File: src/rtl/core/prqs_pkg.sv
// prqs_pkg: shared types and constants for the priority ready-queue scheduler
// no dependencies
package prqs_pkg;

  localparam int MAX_THREADS_DEF = 16;
  localparam int SLEEP_WIDTH_DEF = 32;

  localparam logic [1:0] OP_TICK  = 2'd0;
  localparam logic [1:0] OP_SCHED = 2'd1;
  localparam logic [1:0] OP_WRITE = 2'd2;

  localparam logic [1:0] ST_DEAD    = 2'd0;
  localparam logic [1:0] ST_RUNNING = 2'd1;
  localparam logic [1:0] ST_READY   = 2'd2;
  localparam logic [1:0] ST_WAITING = 2'd3;

  localparam logic [1:0] PR_IDLE   = 2'd0;
  localparam logic [1:0] PR_LOW    = 2'd1;
  localparam logic [1:0] PR_NORMAL = 2'd2;
  localparam logic [1:0] PR_HIGH   = 2'd3;

  typedef struct packed {
    logic [1:0]  op;
    logic [3:0]  thread_id;
    logic [1:0]  thread_state;
    logic [1:0]  prio;
    logic [31:0] sleep_ticks;
    logic        activate;
  } in_beat_t;

  typedef struct packed {
    logic [3:0] running_id;
    logic [3:0] previous_id;
    logic       switched;
  } out_beat_t;

endpackage

File: src/rtl/core/prqs_fifo.sv
// prqs_fifo: circular id queue with one push or one pop per cycle
// depends on prqs_pkg
module prqs_fifo import prqs_pkg::*; #(
  parameter int DEPTH = MAX_THREADS_DEF,
  parameter int IDW   = 4
) (
  input  logic           clk,
  input  logic           rst_n,
  input  logic           push,
  input  logic [IDW-1:0] push_id,
  input  logic           pop,
  output logic [IDW-1:0] head_id,
  output logic           full,
  output logic           empty
);
  localparam int AW = (DEPTH > 1) ? $clog2(DEPTH) : 1;

  logic [IDW-1:0] mem [DEPTH];
  logic [AW-1:0]  head_r, head_nxt, tail_r, tail_nxt;
  logic [AW:0]    count_r, count_nxt;

  // pointer wrap at depth
  function automatic logic [AW-1:0] inc(input logic [AW-1:0] p);
    if (p == AW'(DEPTH - 1)) inc = '0;
    else inc = p + 1'b1;
  endfunction

  assign full    = (count_r == (AW+1)'(DEPTH));
  assign empty   = (count_r == '0);
  assign head_id = mem[head_r];

  // pointer and count update
  always_comb begin
    head_nxt  = head_r;
    tail_nxt  = tail_r;
    count_nxt = count_r;
    if (push && !full) begin
      tail_nxt  = inc(tail_r);
      count_nxt = count_r + 1'b1;
    end else if (pop && !empty) begin
      head_nxt  = inc(head_r);
      count_nxt = count_r - 1'b1;
    end
  end

  always_ff @(posedge clk) begin
    if (!rst_n) begin
      head_r  <= '0;
      tail_r  <= '0;
      count_r <= '0;
    end else begin
      head_r  <= head_nxt;
      tail_r  <= tail_nxt;
      count_r <= count_nxt;
    end
  end

  // slot storage
  always_ff @(posedge clk) begin
    if (push && !full) mem[tail_r] <= push_id;
  end
endmodule

File: src/rtl/core/priority_ready_queue_scheduler_unit.sv
// priority_ready_queue_scheduler_unit: top level with thread table and sequencer
// depends on prqs_pkg and prqs_fifo
//
// One input channel (in_valid/in_ready/in_data) and one result channel
// (out_valid/out_ready/out_data). Every input beat gives exactly one result
// beat. A write beat updates its thread entry, if the id lies inside the
// table, and goes straight to the result register. A schedule beat walks
// the thread table one entry per cycle, then passes the end-of-walk check,
// the pop, the decision, the apply step and the result register; a tick
// beat adds a countdown walk over the table before that. Both walks use
// the single entry walker, which also runs the sleep counter decrement.
// in_ready is high only while the sequencer is idle; a new beat is taken
// while the previous result still waits in the output register. A stalled
// receiver holds the result and, once the next beat has finished, holds
// the sequencer too. Reset kills every thread, empties the three queues
// and makes thread 0 the running thread.
module priority_ready_queue_scheduler_unit import prqs_pkg::*; #(
  parameter int MAX_THREADS = MAX_THREADS_DEF,
  parameter int SLEEP_WIDTH = SLEEP_WIDTH_DEF
) (
  input  logic      clk,
  input  logic      rst_n,
  input  logic      in_valid,
  output logic      in_ready,
  input  in_beat_t  in_data,
  output logic      out_valid,
  input  logic      out_ready,
  output out_beat_t out_data
);
  localparam int IW = (MAX_THREADS > 1) ? $clog2(MAX_THREADS) : 1;
  localparam int TW = $clog2(MAX_THREADS + 1);

  localparam logic [2:0] S_IDLE  = 3'd0;
  localparam logic [2:0] S_TICK  = 3'd1;
  localparam logic [2:0] S_SCAN  = 3'd2;
  localparam logic [2:0] S_POP   = 3'd3;
  localparam logic [2:0] S_DEC   = 3'd4;
  localparam logic [2:0] S_APPLY = 3'd5;
  localparam logic [2:0] S_DONE  = 3'd6;

  logic [1:0]             status_r [MAX_THREADS];
  logic [1:0]             prio_r   [MAX_THREADS];
  logic [MAX_THREADS-1:0] queued_r, sleeping_r;
  logic [SLEEP_WIDTH-1:0] sleep_r  [MAX_THREADS];

  logic [2:0]    state_r;
  logic [TW-1:0] idx_r, total_r;
  logic [IW-1:0] run_r, prev_r, cur_r;
  logic          act_r, sw_r, fall_r;
  out_beat_t     res_r;
  logic          res_v_r;

  // shared per-entry view at the walker index
  logic [IW-1:0] ix;
  logic [1:0]    e_st, e_pr;
  logic [SLEEP_WIDTH-1:0] dec;
  assign ix   = idx_r[IW-1:0];
  assign e_st = status_r[ix];
  assign e_pr = prio_r[ix];
  assign dec  = sleep_r[ix] - 1'b1;

  // entry addressed by a write beat
  logic [IW-1:0] wr_ix;
  logic          wr_ok;
  assign wr_ix = IW'(in_data.thread_id);
  assign wr_ok = (32'(in_data.thread_id) < MAX_THREADS);

  // queues
  logic [2:0]    q_push, q_pop, q_full, q_empty;
  logic [IW-1:0] q_head [3];
  logic          scan_ok;
  assign scan_ok = (state_r == S_SCAN) && (idx_r < total_r) &&
                   (e_st == ST_READY) && !queued_r[ix];
  assign q_push[0] = scan_ok && (e_pr == PR_LOW);
  assign q_push[1] = scan_ok && (e_pr == PR_NORMAL);
  assign q_push[2] = scan_ok && (e_pr == PR_HIGH);
  assign q_pop[2] = (state_r == S_POP) && !q_empty[2];
  assign q_pop[1] = (state_r == S_POP) && q_empty[2] && !q_empty[1];
  assign q_pop[0] = (state_r == S_POP) && q_empty[2] && q_empty[1] && !q_empty[0];

  for (genvar g = 0; g < 3; g++) begin : g_q
    prqs_fifo #(.DEPTH(MAX_THREADS), .IDW(IW)) u_fifo (
      .clk(clk), .rst_n(rst_n), .push(q_push[g]), .push_id(ix),
      .pop(q_pop[g]), .head_id(q_head[g]), .full(q_full[g]), .empty(q_empty[g])
    );
  end

  assign in_ready  = (state_r == S_IDLE);
  assign out_valid = res_v_r;
  assign out_data  = res_r;

  logic [IW-1:0] one_id;
  assign one_id = IW'(1);

  // decision terms from the chosen and previous thread
  logic keep;
  always_comb begin
    keep = 1'b0;
    if (act_r && prio_r[cur_r] <= prio_r[prev_r]) keep = 1'b1;
    if (prio_r[cur_r] < prio_r[prev_r] && status_r[prev_r] == ST_RUNNING) keep = 1'b1;
    if (prev_r == cur_r) keep = 1'b1;
  end

  // sequencer
  always_ff @(posedge clk) begin
    if (!rst_n) begin
      state_r    <= S_IDLE;
      res_v_r    <= 1'b0;
      run_r      <= '0;
      total_r    <= '0;
      queued_r   <= '0;
      sleeping_r <= '0;
      for (int i = 0; i < MAX_THREADS; i++) begin
        status_r[i] <= ST_DEAD;
        prio_r[i]   <= PR_IDLE;
        sleep_r[i]  <= '0;
      end
    end else begin
      if (res_v_r && out_ready && state_r != S_DONE) res_v_r <= 1'b0;
      case (state_r)
        S_IDLE: begin
          if (in_valid) begin
            prev_r <= run_r;
            act_r  <= (in_data.op == OP_SCHED) && in_data.activate;
            sw_r   <= 1'b0;
            idx_r  <= '0;
            if (in_data.op == OP_TICK) begin
              state_r <= S_TICK;
            end else if (in_data.op == OP_SCHED) begin
              state_r <= S_SCAN;
            end else begin
              if (in_data.op == OP_WRITE && wr_ok) begin
                status_r[wr_ix] <= in_data.thread_state;
                prio_r[wr_ix]   <= in_data.prio;
                sleep_r[wr_ix]  <= SLEEP_WIDTH'({32'd0, in_data.sleep_ticks});
                sleeping_r[wr_ix] <=
                  (in_data.thread_state == ST_WAITING) && (in_data.sleep_ticks != '0);
                if (TW'(in_data.thread_id) >= total_r)
                  total_r <= TW'(in_data.thread_id) + 1'b1;
              end
              state_r <= S_DONE;
            end
          end
        end
        S_TICK: begin
          if (idx_r >= total_r) begin
            idx_r   <= '0;
            state_r <= S_SCAN;
          end else begin
            if (e_st == ST_WAITING && sleeping_r[ix]) begin
              sleep_r[ix] <= dec;
              if (dec == '0) begin
                sleeping_r[ix] <= 1'b0;
                status_r[ix]   <= ST_READY;
              end
            end
            idx_r <= idx_r + 1'b1;
          end
        end
        S_SCAN: begin
          if (idx_r >= total_r) begin
            state_r <= S_POP;
          end else begin
            if ((q_push[0] && !q_full[0]) || (q_push[1] && !q_full[1]) ||
                (q_push[2] && !q_full[2]))
              queued_r[ix] <= 1'b1;
            idx_r <= idx_r + 1'b1;
          end
        end
        S_POP: begin
          if (q_pop[2])      cur_r <= q_head[2];
          else if (q_pop[1]) cur_r <= q_head[1];
          else if (q_pop[0]) cur_r <= q_head[0];
          else               cur_r <= run_r;
          state_r <= S_DEC;
        end
        S_DEC: begin
          // candidate equals running thread: two-thread case or fallback to thread 1
          fall_r <= 1'b0;
          if (cur_r == prev_r) begin
            if (total_r == TW'(2) && status_r[0] == ST_RUNNING) begin
              run_r   <= '0;
              fall_r  <= 1'b1;
            end else begin
              cur_r <= one_id;
              queued_r[one_id] <= 1'b0;
            end
          end else begin
            queued_r[cur_r] <= 1'b0;
          end
          state_r <= S_APPLY;
        end
        S_APPLY: begin
          if (!fall_r && !keep) begin
            if (status_r[prev_r] == ST_RUNNING) status_r[prev_r] <= ST_READY;
            status_r[cur_r] <= ST_RUNNING;
            run_r <= cur_r;
            sw_r  <= 1'b1;
          end
          state_r <= S_DONE;
        end
        S_DONE: begin
          if (!res_v_r || out_ready) begin
            res_r.running_id  <= 4'(run_r);
            res_r.previous_id <= 4'(prev_r);
            res_r.switched    <= sw_r;
            res_v_r <= 1'b1;
            state_r <= S_IDLE;
          end
        end
        default: state_r <= S_IDLE;
      endcase
    end
  end
endmodule

File: config.mk
export PLATFORM = sky130hd
export DESIGN_NAME = priority_ready_queue_scheduler_unit
export DESIGN_NICKNAME = d
export VERILOG_FILES = /design/src/rtl/core/prqs_pkg.sv /design/src/rtl/core/prqs_fifo.sv /design/src/rtl/core/priority_ready_queue_scheduler_unit.sv
export SDC_FILE = /design/constraint.sdc
export NUM_CORES = 1
export LEC_CHECK = 0
export ABC_CLOCK_PERIOD_IN_PS = 6800
export CAP_MARGIN = 15
export CORE_MARGIN = 8
export CORE_UTILIZATION = 64
export CTS_CLUSTER_SIZE = 12
export DETAILED_ROUTE_END_ITERATION = 6
export DONT_BUFFER_PORTS = 1
export PLACE_DENSITY = 0.8
export RECOVER_POWER = 50
export SLEW_MARGIN = 20
export SYNTH_ARGS = -nofsm -noshare
export SYNTH_HDL_FRONTEND = slang
export SYNTH_SLANG_ARGS = --single-unit
File: constraint.sdc
create_clock -name clk -period 6.8 [get_ports clk]
set_clock_uncertainty 0.15 [all_clocks]
set_input_delay 0.68 -clock clk [delete_from_list [all_inputs] [get_ports clk]]
set_output_delay 0.68 -clock clk [all_outputs]
set_load 0.02 [all_outputs]
==> run_summary.xml <==
<?xml version="1.0" encoding="UTF-8"?>
<metrics>
  <group name="synthesis">
    <metric name="synth_nets" unit="">3254</metric>
    <metric name="dominant_combinational_cell_family_by_area_after_synthesis" unit="">multiplexers</metric>
    <metric name="synth_fa_ha_area_share" unit="%">1.50</metric>
    <metric name="synth-seq-area-share" unit="%">61.7</metric>
    <metric name="synth_xor_xnor_area_share" unit="%">1.10</metric>
    <metric name="synth_async_sr_flop_share" unit="%">0</metric>
    <metric name="syn_inst" unit="">3159</metric>
    <metric name="postSynthAreaPerCell" unit="sq um">13.2</metric>
    <metric name="synth_top_flop_cell" unit="">sky130_fd_sc_hd__edfxtp_1</metric>
    <metric name="synth_cell_type_count" unit="">79</metric>
    <metric name="netlist_area" unit="sq um">41600</metric>
    <metric name="post_synthesis_compound_gate_area_fraction" unit="%">6.08</metric>
    <metric name="synth.area.mux_share" unit="%">14.3</metric>
    <metric name="yosysWarningCount" unit="">0</metric>
    <metric name="synth_enable_flop_cells" unit="">761</metric>
    <metric name="ys_ff_latch" unit="">901</metric>
    <metric name="synth_simple_gate_area_share" unit="%">12.4</metric>
  </group>
  <group name="floorplan">
    <metric name="floorplan.initialDensity" unit="%">64.6</metric>
    <metric name="std_cell_rows" unit="">93</metric>
    <metric name="i_o_pin_count" unit="">58</metric>
    <metric name="coreArea" unit="sq um">64300</metric>
    <metric name="dieArea" unit="sq um">73400</metric>
    <metric name="die_w" unit="microns">271</metric>
    <metric name="die_h" unit="microns">271</metric>
  </group>
  <group name="global_route">
    <metric name="globalRouteTotalUtil" unit="%">31.3</metric>
    <metric name="grt_start_max_net_pins" unit="">85</metric>
    <metric name="grt_overflow" unit="">0</metric>
    <metric name="vias_in_the_first_global_route" unit="">28100</metric>
    <metric name="global_route_wire_length_before_repair" unit="mm">174</metric>
    <metric name="antenna_violations_before_repair" unit="">1</metric>
  </group>
  <group name="sta">
    <metric name="clock.fmax" unit="MHz">153</metric>
    <metric name="setup-tns-final" unit="ns">0</metric>
    <metric name="layout_worst_path_cycle_share" unit="%">95.9</metric>
    <metric name="finalSetupViolations" unit="">0</metric>
    <metric name="timing.hold.ws" unit="ns">0.0360</metric>
    <metric name="final_hold_viol_count" unit="">0</metric>
    <metric name="period_minus_slack" unit="ns">6.52</metric>
    <metric name="worst-slew-pin-transition" unit="ns">2.79</metric>
    <metric name="maxSlewHeadroom" unit="%">-86.3</metric>
    <metric name="grt_setup_unrepaired" unit="">no</metric>
    <metric name="timing.final.max_slew_violations" unit="">250</metric>
  </group>
  <group name="power_and_ir_drop">
    <metric name="report.power.total" unit="uW">15200</metric>
    <metric name="leakage_power_total" unit="uW">0.0154</metric>
    <metric name="vdd_drop_max" unit="mV">0.283</metric>
    <metric name="pwr_density_cell" unit="nW/um^2">336</metric>
  </group>
  <group name="routing">
    <metric name="residual_drc_count" unit="">1</metric>
    <metric name="route.final.wire_length" unit="mm">117</metric>
    <metric name="num_vias" unit="">28200</metric>
    <metric name="drt-pass1-iter-count" unit="">7</metric>
    <metric name="post_drt_via_cell_ratio" unit="">6.99</metric>
    <metric name="antenna_violating_nets_post_route" unit="">0</metric>
    <metric name="drt_iter0_markers" unit="">3696</metric>
    <metric name="routedWlPerCell" unit="microns">29.1</metric>
  </group>
  <group name="worst_setup_path">
    <metric name="worst-path-max-fanout" unit="">83</metric>
    <metric name="r2r.worst_path.cells" unit="">11</metric>
    <metric name="cp_data_required_time" unit="ns">7.00</metric>
    <metric name="r2r_end" unit="">sleep_r[1][15]</metric>
    <metric name="cp-end-kind" unit="">flop</metric>
    <metric name="r2r_slack" unit="ns">0.28</metric>
    <metric name="crit_path_start_kind" unit="">flop</metric>
    <metric name="worst-endpoint-arrival" unit="ns">6.72</metric>
    <metric name="path_class" unit="">reg -&gt; reg</metric>
  </group>
  <group name="placed_design">
    <metric name="post_dp_cell_area" unit="sq um">42500</metric>
    <metric name="buffer_ports.inserted" unit="">0</metric>
    <metric name="final_gp_congestion" unit="">0.964</metric>
    <metric name="hpwl" unit="mm">74.1</metric>
    <metric name="dp.cells" unit="">3872</metric>
  </group>
  <group name="layout">
    <metric name="num-fill-cells" unit="">4180</metric>
    <metric name="commonest_non_fill_non_tap_cells_in_the_layout" unit="">sky130_fd_sc_hd__edfxtp_1 (761), sky130_fd_sc_hd__nor2_1 (751), sky130_fd_sc_hd__mux4_2 (225)</metric>
    <metric name="layout_commonest_cell" unit="">sky130_fd_sc_hd__edfxtp_1</metric>
    <metric name="synthToLayoutAreaGrowth" unit="%">8.76</metric>
    <metric name="fin_area" unit="sq um">45200</metric>
    <metric name="nNetsFinal" unit="">3207</metric>
    <metric name="final_layout_size_suffix_gt1_share" unit="%">15.0</metric>
    <metric name="post_layout_nonfiller_instances" unit="">4033</metric>
  </group>
  <group name="worst_hold_path">
    <metric name="hold_depth" unit="">2</metric>
    <metric name="min_delay_worst_endpoint" unit="">status_r[3][0]</metric>
    <metric name="timing.hold.worst.start" unit="">rst_n</metric>
    <metric name="min_path_type" unit="">in -&gt; reg</metric>
  </group>
  <group name="run_status">
    <metric name="outcome" unit="">finished, violations left</metric>
    <metric name="violations" unit="">design-rule violations, max-capacitance violations, max-slew violations</metric>
  </group>
  <group name="clock_network">
    <metric name="clock_insertion_delay_worst_skew" unit="ns">0.67</metric>
    <metric name="cts_setup_buffers" unit="">0</metric>
    <metric name="htree_num_levels" unit="">3</metric>
    <metric name="cts.root.buffer_cell" unit="">sky130_fd_sc_hd__clkbuf_16</metric>
    <metric name="ctsLongestPathBuffers" unit="">3</metric>
    <metric name="clkSinkCount" unit="">901</metric>
    <metric name="tritoncts.num_buffers" unit="">91</metric>
    <metric name="cts_tree" unit="">yes</metric>
    <metric name="worst_setup_hold_path_clk_slew" unit="ns">0.06</metric>
  </group>
  <group name="flow_run">
    <metric name="drv.max_cap_violation_count" unit="">9</metric>
  </group>
</metrics>
flip-flops by register name, summed over array words and instances (netlist names), 3 cells and up, named ones only:
register            count
g_q.u_fifo.head_r      12
sleep_r               512
status_r               32
sleeping_r             16
run_r                   4
out_data                9
prev_r                  4
g_q.u_fifo.mem        192
idx_r                   5
g_q.u_fifo.count_r     15
total_r                 5
g_q.u_fifo.tail_r      12
queued_r               16
cur_r                   4
state_r                 3
prio_r                 32
power by group:
part	internal [uW]	switching, uW	leakage (uW)
clock	2580	2120	0.00133
sequential	6270	286	0.00872
combinational	1510	2400	0.00531
total	10400	4810	0.0154
area by class of cell:
type	instances	area [sq um]	share of cell area [%]
Antenna cell	1	2.50	0.00554
Clock buffer	132	2510	5.55
Clock inverter	26	251	0.556
Inverter	48	180	0.399
Multi-Input combinational cell	1986	14800	32.8
Sequential cell	901	25700	56.8
Tap cell	855	1070	2.37
Timing Repair Buffer	84	713	1.58
worst max-delay path, cell delays in order (launching register included):
cell and delay (ns):
sky130_fd_sc_hd__dfxtp_4 0.60, sky130_fd_sc_hd__buf_12 0.52, sky130_fd_sc_hd__buf_4 0.47, sky130_fd_sc_hd__mux4_2 0.59
sky130_fd_sc_hd__mux4_2 0.58, sky130_fd_sc_hd__and4_1 0.26, sky130_fd_sc_hd__and2_2 0.30, sky130_fd_sc_hd__o31ai_1 0.59
sky130_fd_sc_hd__nand2_2 0.09, sky130_fd_sc_hd__clkbuf_2 0.73, sky130_fd_sc_hd__nand2_2 0.89, sky130_fd_sc_hd__buf_12 0.26
how the worst max path moves through the flow:
stage	from	to	slack [ns]	depth (start not counted)
after floorplan	flop	g_q[1].u_fifo.count_r[4]	1.26	19
after global placement	flop	sleeping_r[12]	0.38	14
after detailed placement	flop	sleeping_r[15]	0.32	14
after CTS	flop	sleeping_r[15]	0.33	14
after global routing	flop	sleep_r[2][23]	0.12	9
final	flop	sleep_r[1][15]	0.28	11
what timing repair did:
item / in CTS / in global routing
endpoints found under the hold margin: 3 / 0
hold buffers: 2 / 0
resized for setup: 0 / 2
endpoints found under the setup margin: 0 / 1
routing by layer:
metal	vias to the layer above	global-route usage [%]	routed length [microns]
li1	11700	-	-
met1	14000	40.1	41100
met2	2089	50.6	55800
met3	424	7.06	14100
met4	0	14.7	6280
met5	-	0	0
synth_stat cells (13+ instances only):
| cell | instances | area share [%] |
|---|---|---|
| sky130_fd_sc_hd__o21ai_1 | 27 | 0.33 |
| sky130_fd_sc_hd__or3_1 | 16 | 0.24 |
| sky130_fd_sc_hd__edfxtp_1 | 761 | 55 |
| sky130_fd_sc_hd__nor2b_1 | 21 | 0.32 |
| sky130_fd_sc_hd__buf_1 | 18 | 0.16 |
| sky130_fd_sc_hd__nand3_1 | 37 | 0.45 |
| sky130_fd_sc_hd__mux2i_1 | 65 | 1.6 |
| sky130_fd_sc_hd__a21oi_1 | 68 | 0.82 |
| sky130_fd_sc_hd__a22oi_1 | 32 | 0.58 |
| sky130_fd_sc_hd__and2_1 | 16 | 0.24 |
| sky130_fd_sc_hd__nand2_1 | 187 | 1.7 |
| sky130_fd_sc_hd__buf_2 | 21 | 0.25 |
| sky130_fd_sc_hd__mux4_2 | 225 | 12 |
| sky130_fd_sc_hd__nand4_1 | 17 | 0.26 |
| sky130_fd_sc_hd__dfxtp_1 | 140 | 6.7 |
| sky130_fd_sc_hd__clkbuf_1 | 168 | 1.5 |
| sky130_fd_sc_hd__a31oi_1 | 40 | 0.60 |
| sky130_fd_sc_hd__ha_1 | 45 | 1.4 |
| sky130_fd_sc_hd__o211ai_1 | 14 | 0.25 |
| sky130_fd_sc_hd__o21a_1 | 20 | 0.36 |
| sky130_fd_sc_hd__nor3_1 | 36 | 0.43 |
| sky130_fd_sc_hd__nor4_1 | 23 | 0.35 |
| sky130_fd_sc_hd__o21ai_0 | 77 | 0.93 |
| sky130_fd_sc_hd__a21o_1 | 19 | 0.34 |
| sky130_fd_sc_hd__nand2b_1 | 24 | 0.36 |
| sky130_fd_sc_hd__nor2_1 | 751 | 6.8 |
| sky130_fd_sc_hd__xor2_1 | 21 | 0.44 |
| sky130_fd_sc_hd__xnor2_1 | 31 | 0.65 |
| sky130_fd_sc_hd__a211oi_1 | 13 | 0.23 |
| sky130_fd_sc_hd__inv_1 | 46 | 0.42 |
stage by stage:
step / setup slack (ns) / util (%)
after floorplan: 1.26 / -
after global placement: 0.380 / 66.0
after detailed placement: 0.318 / 66.0
after CTS: 0.335 / 70.4
after global routing: 0.118 / 70.3
final: 0.280 / 70.3
cells by family after synthesis:
group / Yosys count
buf+inv: 272
fa+ha+maj: 48
xor+xnor: 52
compound gates: 386
mux: 305
flops: 901
simple gates: 1195
Note: power is estimated with default switching activity, not from simulation.
